--- config.mk ---
export PLATFORM = sky130hd
export DESIGN_NAME = x86_integer_alu_with_flags
export DESIGN_NICKNAME = d
export VERILOG_FILES = /design/src/hw/rtl/xalu_pkg.sv /design/src/hw/rtl/x86_integer_alu_with_flags.sv
export SDC_FILE = /design/constraint.sdc
export NUM_CORES = 2
export LEC_CHECK = 0
export BUFFER_PORTS_ARGS = -buffer_cell sky130_fd_sc_hd__buf_2
export CORE_MARGIN = 1.5
export CORE_UTILIZATION = 60
export DETAILED_ROUTE_END_ITERATION = 12
export PLACE_DENSITY = 0.91
export SLEW_MARGIN = 10
export SYNTH_ARGS = -nofsm -noshare
export SYNTH_HDL_FRONTEND = slang
export SYNTH_SLANG_ARGS = --single-unit
--- constraint.sdc ---
create_clock -name clk_i -period 8.8 [get_ports clk_i]
set_input_delay 2.64 -clock clk_i [delete_from_list [all_inputs] [get_ports clk_i]]
set_output_delay 2.64 -clock clk_i [all_outputs]
set_load 0.005 [all_outputs]
--- src/hw/rtl/xalu_pkg.sv ---
// package for the x86 integer alu: operation codes, sizes, sequencer states
// no dependencies
`default_nettype none
package xalu_pkg;
  typedef enum logic [3:0] {
    OP_ADD = 4'd0, OP_SUB = 4'd1, OP_CMP = 4'd2, OP_INC = 4'd3, OP_ADC = 4'd4,
    OP_SBB = 4'd5, OP_MUL = 4'd6, OP_IMUL1 = 4'd7, OP_IMUL2 = 4'd8,
    OP_IMUL3 = 4'd9, OP_DIV = 4'd10, OP_IDIV = 4'd11
  } op_e;
  typedef enum logic [1:0] {SZ_BYTE = 2'd0, SZ_WORD = 2'd1} size_e;
  typedef enum logic [2:0] {
    ST_IDLE, ST_MUL, ST_MULFIX, ST_DIV, ST_DIVFIX, ST_OUT
  } state_e;
  localparam int unsigned DataW = 32;
  localparam int unsigned CntW = 6;
endpackage
`default_nettype wire

--- src/hw/rtl/x86_integer_alu_with_flags.sv ---
// x86 integer alu with cf/zf/sf/of flags, iterative multiply and divide
// depends on xalu_pkg
// add/sub/cmp/inc/adc/sbb go straight from idle to the output register,
// multiplies take one shift-add step per multiplier bit,
// divides one restoring quotient bit per cycle over a 2w-bit dividend, w = 8/16/32
// one item at a time; s_axis_tready is high only while the sequencer idles
// asynchronous active-low reset clears flags, sequencer and output valid
`default_nettype none
module x86_integer_alu_with_flags import xalu_pkg::*; (
  input  wire logic         clk_i,
  input  wire logic         rst_ni,
  input  wire logic         s_axis_tvalid,
  output logic              s_axis_tready,
  // op_size[1:0], dest_value, src_value, src2_value, acc_low_in, acc_high_in
  input  wire logic [167:0] s_axis_tdata,
  // req_type[3:0]
  input  wire logic [3:0]   s_axis_tuser,
  output logic              m_axis_tvalid,
  input  wire logic         m_axis_tready,
  // dest_result, dest_write, acc_low_out, acc_high_out, acc_write,
  // flag_cf, flag_zf, flag_sf, flag_of, divide_error, zero fill
  output logic [103:0]      m_axis_tdata
);
  state_e st_q, st_d;
  logic [3:0] flags_q, flags_d;
  logic [3:0] op_q, op_d;
  logic [5:0] w_q, w_d;
  logic [31:0] m_q, m_d, sb_q, sb_d;
  logic [31:0] a_q, a_d, b_q, b_d;       // a: multiplicand/divisor, b: multiplier
  logic [63:0] acc_q, acc_d;             // product or dividend/quotient shifter
  logic [31:0] rem_q, rem_d;
  logic [CntW-1:0] cnt_q, cnt_d;
  logic nn_q, nn_d, nd_q, nd_d;
  logic [31:0] dres_q, dres_d, lo_q, lo_d, hi_q, hi_d;
  logic dw_q, dw_d, aw_q, aw_d, err_q, err_d;

  logic [1:0] sz;
  logic [31:0] wm, wsb, d, s, s2, alo, ahi;
  logic [5:0] wn;
  logic [32:0] sum;
  logic [32:0] sub_v;
  logic [32:0] trial;
  logic [63:0] dvd, wm2, nsb2;
  logic c;

  assign sz  = s_axis_tdata[1:0];
  assign wn  = (sz == SZ_BYTE) ? 6'd8 : (sz == SZ_WORD) ? 6'd16 : 6'd32;
  assign wm  = (sz == SZ_BYTE) ? 32'hFF : (sz == SZ_WORD) ? 32'hFFFF : 32'hFFFF_FFFF;
  assign wsb = (sz == SZ_BYTE) ? 32'h80 : (sz == SZ_WORD) ? 32'h8000 : 32'h8000_0000;
  assign d   = s_axis_tdata[33:2] & wm;
  assign s   = s_axis_tdata[65:34] & wm;
  assign s2  = s_axis_tdata[97:66] & wm;
  assign alo = s_axis_tdata[129:98];
  assign ahi = s_axis_tdata[161:130];
  assign c   = flags_q[0];
  assign wm2 = (sz == SZ_BYTE) ? 64'hFFFF : (sz == SZ_WORD) ? 64'hFFFF_FFFF : '1;
  assign nsb2 = (sz == SZ_BYTE) ? 64'h8000 : (sz == SZ_WORD) ? 64'h8000_0000
              : 64'h8000_0000_0000_0000;
  assign dvd = (sz == SZ_BYTE) ? {48'd0, alo[15:0]}
             : (sz == SZ_WORD) ? {32'd0, ahi[15:0], alo[15:0]} : {ahi, alo};
  assign sum   = {1'b0, d} + {1'b0, s} + {32'd0, (s_axis_tuser == OP_ADC) & c};
  assign sub_v = {1'b0, s} + {32'd0, (s_axis_tuser == OP_SBB) & c};
  assign trial = {rem_q, acc_q[63]} - {1'b0, a_q};

  assign s_axis_tready = (st_q == ST_IDLE);

  always_comb begin
    logic [31:0] r;
    logic [63:0] p;
    logic [63:0] qx;
    logic [31:0] rx;
    r = '0; p = '0; qx = '0; rx = '0;
    st_d = st_q; flags_d = flags_q; op_d = op_q; w_d = w_q; m_d = m_q; sb_d = sb_q;
    a_d = a_q; b_d = b_q; acc_d = acc_q; rem_d = rem_q; cnt_d = cnt_q;
    nn_d = nn_q; nd_d = nd_q; dres_d = dres_q; lo_d = lo_q; hi_d = hi_q;
    dw_d = dw_q; aw_d = aw_q; err_d = err_q;
    unique case (st_q)
      ST_IDLE: if (s_axis_tvalid) begin
        op_d = s_axis_tuser; w_d = wn; m_d = wm; sb_d = wsb;
        dres_d = '0; lo_d = '0; hi_d = '0; dw_d = 1'b0; aw_d = 1'b0; err_d = 1'b0;
        cnt_d = '0; acc_d = '0; rem_d = '0; nn_d = 1'b0; nd_d = 1'b0;
        st_d = ST_OUT;
        priority case (s_axis_tuser)
          OP_ADD, OP_ADC: begin
            r = sum[31:0] & wm; dres_d = r; dw_d = 1'b1;
            flags_d = {((~(d ^ s)) & (d ^ r) & wsb) != 0, (r & wsb) != 0, r == 0,
                       sum > {1'b0, wm}};
          end
          OP_SUB, OP_CMP, OP_SBB: begin
            r = (d - sub_v[31:0]) & wm;
            flags_d = {((d ^ s) & (d ^ r) & wsb) != 0, (r & wsb) != 0, r == 0,
                       {1'b0, d} < sub_v};
            if (s_axis_tuser != OP_CMP) begin dres_d = r; dw_d = 1'b1; end
          end
          OP_INC: begin
            r = (d + 32'd1) & wm; dres_d = r; dw_d = 1'b1;
            flags_d = {d == wsb - 32'd1, (r & wsb) != 0, r == 0, c};
          end
          OP_MUL, OP_IMUL1, OP_IMUL2, OP_IMUL3: begin
            // the one-operand signed form works on magnitudes and fixes the sign at the end
            a_d = (s_axis_tuser == OP_IMUL3) ? s2 : d;
            b_d = (s_axis_tuser == OP_MUL || s_axis_tuser == OP_IMUL1) ? (alo & wm) : s;
            if (s_axis_tuser == OP_IMUL1) begin
              nn_d = (a_d & wsb) != 0; nd_d = (b_d & wsb) != 0;
              if (nn_d) a_d = (32'd0 - a_d) & wm;
              if (nd_d) b_d = (32'd0 - b_d) & wm;
            end
            st_d = ST_MUL;
          end
          OP_DIV, OP_IDIV: begin
            if (d == 0) err_d = 1'b1;
            else begin
              acc_d = dvd; a_d = d;
              if (s_axis_tuser == OP_IDIV) begin
                nn_d = (dvd & nsb2) != 0; nd_d = (d & wsb) != 0;
                if (nn_d) acc_d = (64'd0 - dvd) & wm2;
                if (nd_d) a_d = (32'd0 - d) & wm;
              end
              // align the dividend so its top bit enters first
              acc_d = (sz == SZ_BYTE) ? (acc_d << 48) : (sz == SZ_WORD) ? (acc_d << 32)
                    : acc_d;
              st_d = ST_DIV;
            end
          end
          default: ;
        endcase
      end
      ST_MUL: begin
        if (b_q[cnt_q[4:0]]) acc_d = acc_q + ({32'd0, a_q} << cnt_q[4:0]);
        cnt_d = cnt_q + 1'b1;
        if (cnt_d == w_q) st_d = ST_MULFIX;
      end
      ST_MULFIX: begin
        p = (nn_q != nd_q) ? (64'd0 - acc_q) : acc_q;
        if (op_q == OP_IMUL2 || op_q == OP_IMUL3) begin
          dres_d = p[31:0] & m_q; dw_d = 1'b1;
        end else begin
          aw_d = 1'b1;
          if (w_q == 6'd8) begin lo_d = {16'd0, p[15:0]}; hi_d = '0; end
          else if (w_q == 6'd16) begin lo_d = {16'd0, p[15:0]}; hi_d = {16'd0, p[31:16]}; end
          else begin lo_d = p[31:0]; hi_d = p[63:32]; end
        end
        st_d = ST_OUT;
      end
      ST_DIV: begin
        // quotient bits shift into the low end of acc as the dividend leaves
        // partial remainder stays below the divisor, so 32 bits hold it
        if (!trial[32]) begin
          rem_d = trial[31:0]; acc_d = {acc_q[62:0], 1'b1};
        end else begin
          rem_d = {rem_q[30:0], acc_q[63]}; acc_d = {acc_q[62:0], 1'b0};
        end
        cnt_d = cnt_q + 1'b1;
        if (cnt_d == {w_q[4:0], 1'b0}) st_d = ST_DIVFIX;
      end
      ST_DIVFIX: begin
        qx = acc_q & ((w_q == 6'd8) ? 64'hFFFF : (w_q == 6'd16) ? 64'hFFFF_FFFF : '1);
        rx = rem_q;
        if (op_q == OP_DIV) begin
          err_d = qx > {32'd0, m_q};
        end else begin
          err_d = (nn_q != nd_q) ? (qx > {32'd0, sb_q}) : (qx > {32'd0, sb_q - 32'd1});
          if (nn_q != nd_q) qx = 64'd0 - qx;
          if (nn_q) rx = 32'd0 - rx;
        end
        if (!err_d) begin lo_d = qx[31:0] & m_q; hi_d = rx & m_q; aw_d = 1'b1; end
        st_d = ST_OUT;
      end
      ST_OUT: if (m_axis_tready) st_d = ST_IDLE;
      default: st_d = ST_IDLE;
    endcase
  end

  always_ff @(posedge clk_i or negedge rst_ni) begin
    if (!rst_ni) begin
      st_q <= ST_IDLE;
      flags_q <= '0;
    end else begin
      st_q <= st_d;
      flags_q <= flags_d;
    end
  end

  always_ff @(posedge clk_i) begin
    op_q <= op_d; w_q <= w_d; m_q <= m_d; sb_q <= sb_d; a_q <= a_d; b_q <= b_d;
    acc_q <= acc_d; rem_q <= rem_d; cnt_q <= cnt_d; nn_q <= nn_d; nd_q <= nd_d;
    dres_q <= dres_d; lo_q <= lo_d; hi_q <= hi_d; dw_q <= dw_d; aw_q <= aw_d;
    err_q <= err_d;
  end

  assign m_axis_tvalid = (st_q == ST_OUT);
  assign m_axis_tdata = {1'b0, err_q, flags_q[3], flags_q[2], flags_q[1], flags_q[0],
                         aw_q, hi_q, lo_q, dw_q, dres_q};

  a_busy: assert property (@(posedge clk_i) disable iff (!rst_ni)
    !(s_axis_tready && m_axis_tvalid)) else $error("ready during output");
  a_err_nowrite: assert property (@(posedge clk_i) disable iff (!rst_ni)
    m_axis_tvalid && err_q |-> !aw_q && !dw_q) else $error("write on divide error");
  a_flags_hold: assert property (@(posedge clk_i) disable iff (!rst_ni)
    st_q != ST_IDLE |=> $stable(flags_q)) else $error("flags moved while busy");
endmodule
`default_nettype wire

==> summary.txt <==
Run status
  • Status: complete, no violations

Routing
  • Met2 wire length: 66900 um
  • WL final: 160000 um
  • Iteration-0 DRC Markers: 6140
  • DR WL/cell: 29.2 um
  • M1 WL: 55700 um
  • Vias/cell: 7.22
  • Residual DRC count: 0
  • DRT Pass-1 Iters: 8
  • WL met3: 21400 um
  • Via count: 39500
  • Antenna viol nets, final: 0
  • Top sig layer: met5

STA
  • Final number of hold-violating endpoints: 0
  • Worst slew margin: 0.0296
  • Least-Margin Pin Slew: 1.45 ns
  • Setup TNS: 0 ns
  • Worst Skew: 0.0302 ns
  • Post-layout minimum cycle time: 7.81 ns
  • Hold_ws: 0.723 ns
  • Max-slew violation count: 0
  • RSZ-0062 raised after global routing: no
  • F_max: 128 MHz
  • Final worst slack: 0.989 ns
  • Final Cycle Share: 0.888
  • Finish-stage setup viols: 0

Layout
  • Layout area overhead: 9.69%
  • Fin area: 39200 um2
  • Layout Nets: 5116
  • Final core occ: 0.665
  • Post-Layout Cell Count: 5476
  • Ratio of cells with drive above 1 in the final layout: 0.116

Synth
  • Mux share of post-synthesis cell area: 0.0565
  • Synth Area in Simple Gates: 0.213
  • Adder-cell share of the synthesized area: 0.0977
  • Synthesized instance count: 4508
  • Yosys reg bits: 285
  • Top cell type's share of synthesized area: 0.234
  • Distinct cells, synth: 93
  • Largest family of logic cells by synthesized area: compound AO/OA/AOI/OAI gates
  • Post-synthesis sequential area ratio: 0.239
  • Post-Synth XOR/XNOR Area: 0.110
  • Post-synthesis compound-gate area fraction: 0.242
  • Cell accounting for the most synthesized area: edfxtp_1
  • Synth Net Count: 4960
  • Top_reg_cell synth: edfxtp_1
  • Post-synth ARST share: 0.0246
  • YS warnings: 0
  • Post-synth EDFFs: 278
  • Syn avg cell area: 7.92 um2
  • Largest cells by area after synthesis: edfxtp_1, ha_1, xnor2_1, xor2_1, nor2_1
  • Most frequent cells after synthesis: nor2_1, nand2_1, a21oi_1, o21ai_0, edfxtp_1
  • Synth Cell Area: 35700 um2
  • Most common cell in the netlist: nor2_1

Setup path
  • Worst Path Buf+Inv: 1
  • Critical path's largest stage delay: 0.64 ns
  • Critical-path cell list: buf_2, nand2b_1, nor2_1, and3_1, ha_1, ha_1, nand2_1, or3_1, nor2_1, nand3_1, xnor2_1, ha_1, nand4_1, a211oi_1, o21ai_0, a21boi_0, a21boi_0, o2111ai_1, a21oi_1, xnor2_1, a222oi_1, o22ai_1
  • Startpoint types: input pin
  • Max FO, Critical Path: 6
  • Req. time, crit path: 9.06 ns
  • Worst path slowest cell: a21boi_0
  • Worst Setup End Kind: flop
  • WS Path Type: input pin to flop
  • Reg2Reg Setup Slack: 2.06 ns
  • Kind of cell adding the most delay to the critical path: compound AO/OA/AOI/OAI gates
  • Crit path arrival time: 8.07 ns
  • Cell mode on critical path: ha_1

Placed design
  • Dpl ws: 0.614 ns
  • Port bufs: 274
  • Routability cong.: 1.12
  • DP Cell Count: 5400
  • DP Area: 38000 um2
  • Post-DP HPWL: 126000 um

CTS
  • Root Driver: clkbuf_16
  • Clk slew on worst S/H paths: 0.06 ns
  • Total CTS buffers: 35
  • CTS tree: built
  • Post-CTS sizing: 0
  • Post-CTS Hold Fix Bufs: 0
  • Max Buffers Root-to-Sink: 3
  • Clk sinks: 285
  • Clock Latency Late Sink: 0.58 ns
  • H-tree levels: 2
  • Post-CTS Setup Inserts: 0

Floorplanning
  • Starting Density: 0.606
  • Die height: 247 um
  • Die ar.: 61000 um2
  • Core Rows: 89
  • Core ar.: 58900 um2
  • Die Wd: 247 um
  • # IOs: 282

Power
  • Power Density: 337 nW/um2
  • Leak Pwr: 15.7 nW
  • PnR Total Power: 13.2 mW
  • Peak supply drop: 0.229 mV

GRT
  • First-pass GRT wire length: 230000 um
  • Gr ovfl total: 0
  • Pin count of the biggest net entering global routing: 83
  • Global Route Usage Sum: 0.508
  • Initial antenna violation count: 17
  • Vias in the first global route: 36400

Hold path
  • Hold crit path type: flop to flop

Job
  • Max-Cap Viols: 0
cell families after synthesis:
kind of cell	count (synthesis)
simple gates	1590
flops	285
fa+ha+maj	276
other cells	1
mux	164
xor+xnor	448
compound gates	1350
buf+inv	394
per-layer routing:
metal | vias up | global-route usage
li1 | 17200 | -
met1 | 18200 | 0.611
met2 | 3337 | 0.767
met3 | 859 | 0.134
met4 | 8 | 0.403
met5 | - | 0
power breakdown:
part	switching, mW	total, mW	internal (mW)	leakage, nW
Sequential	0.744	2.92	2.18	2.73
Combinational	5.59	8.73	3.14	12.4
Clock	0.659	1.56	0.905	0.572
Total	6.99	13.2	6.22	15.7
flip-flops by register name (all words and copies together), names as in the netlist, 2 cells and up:
register / flops
acc_q: 64
a_q: 32
b_q: 32
dres_q: 32
hi_q: 32
lo_q: 32
rem_q: 32
cnt_q: 6
flags_q: 4
op_q: 4
st_q: 3
w_q: 3
m_q: 2
sb_q: 2
placed cells by master, fill, tap and decap left out, drive strengths merged, types with 37 or more instances in the layout:
cell type	instances
clkbuf	40
and3	47
inv	138
nand4	53
buf	377
nand3	106
o22ai	128
nor3	110
and2	83
o21ai	323
nor2	457
o21a	37
or3	47
edfxtp	278
xor2	204
a31oi	62
a21o	76
nand2	455
ha	271
a211oi	52
nand2b	45
nor4	54
xnor2	244
mux2i	115
a21oi	336
worst min-delay path: stages (launching register included):
cell      delay [ns]
edfxtp_1        0.44
mux2i_1         0.10
nor2_1          0.07
worst paths after layout:
kind	from	end	depth (start not counted)
worst max-delay path	s_axis_tuser[1]	dres_q[28]	22
worst min-delay path	rem_q[24]	rem_q[25]	2
worst max register to register	cnt_q[0]	acc_q[58]	17
worst min register to register	rem_q[24]	rem_q[25]	2
max in group asynchronous	rst_ni	flags_q[2]	1
min in group asynchronous	rst_ni	flags_q[1]	1
layout make-up:
type / instances / area [um2]
inverter: 136 / 510
tap: 773 / 967
antenna: 12 / 30.0
multi-input combinational: 3829 / 25800
clock inverter: 24 / 279
clock buffer: 40 / 916
timing repair buffer: 377 / 2160
fill: 5066 / 19700
sequential: 285 / 8520
No activity file was read; power rests on OpenSTA's default activity.
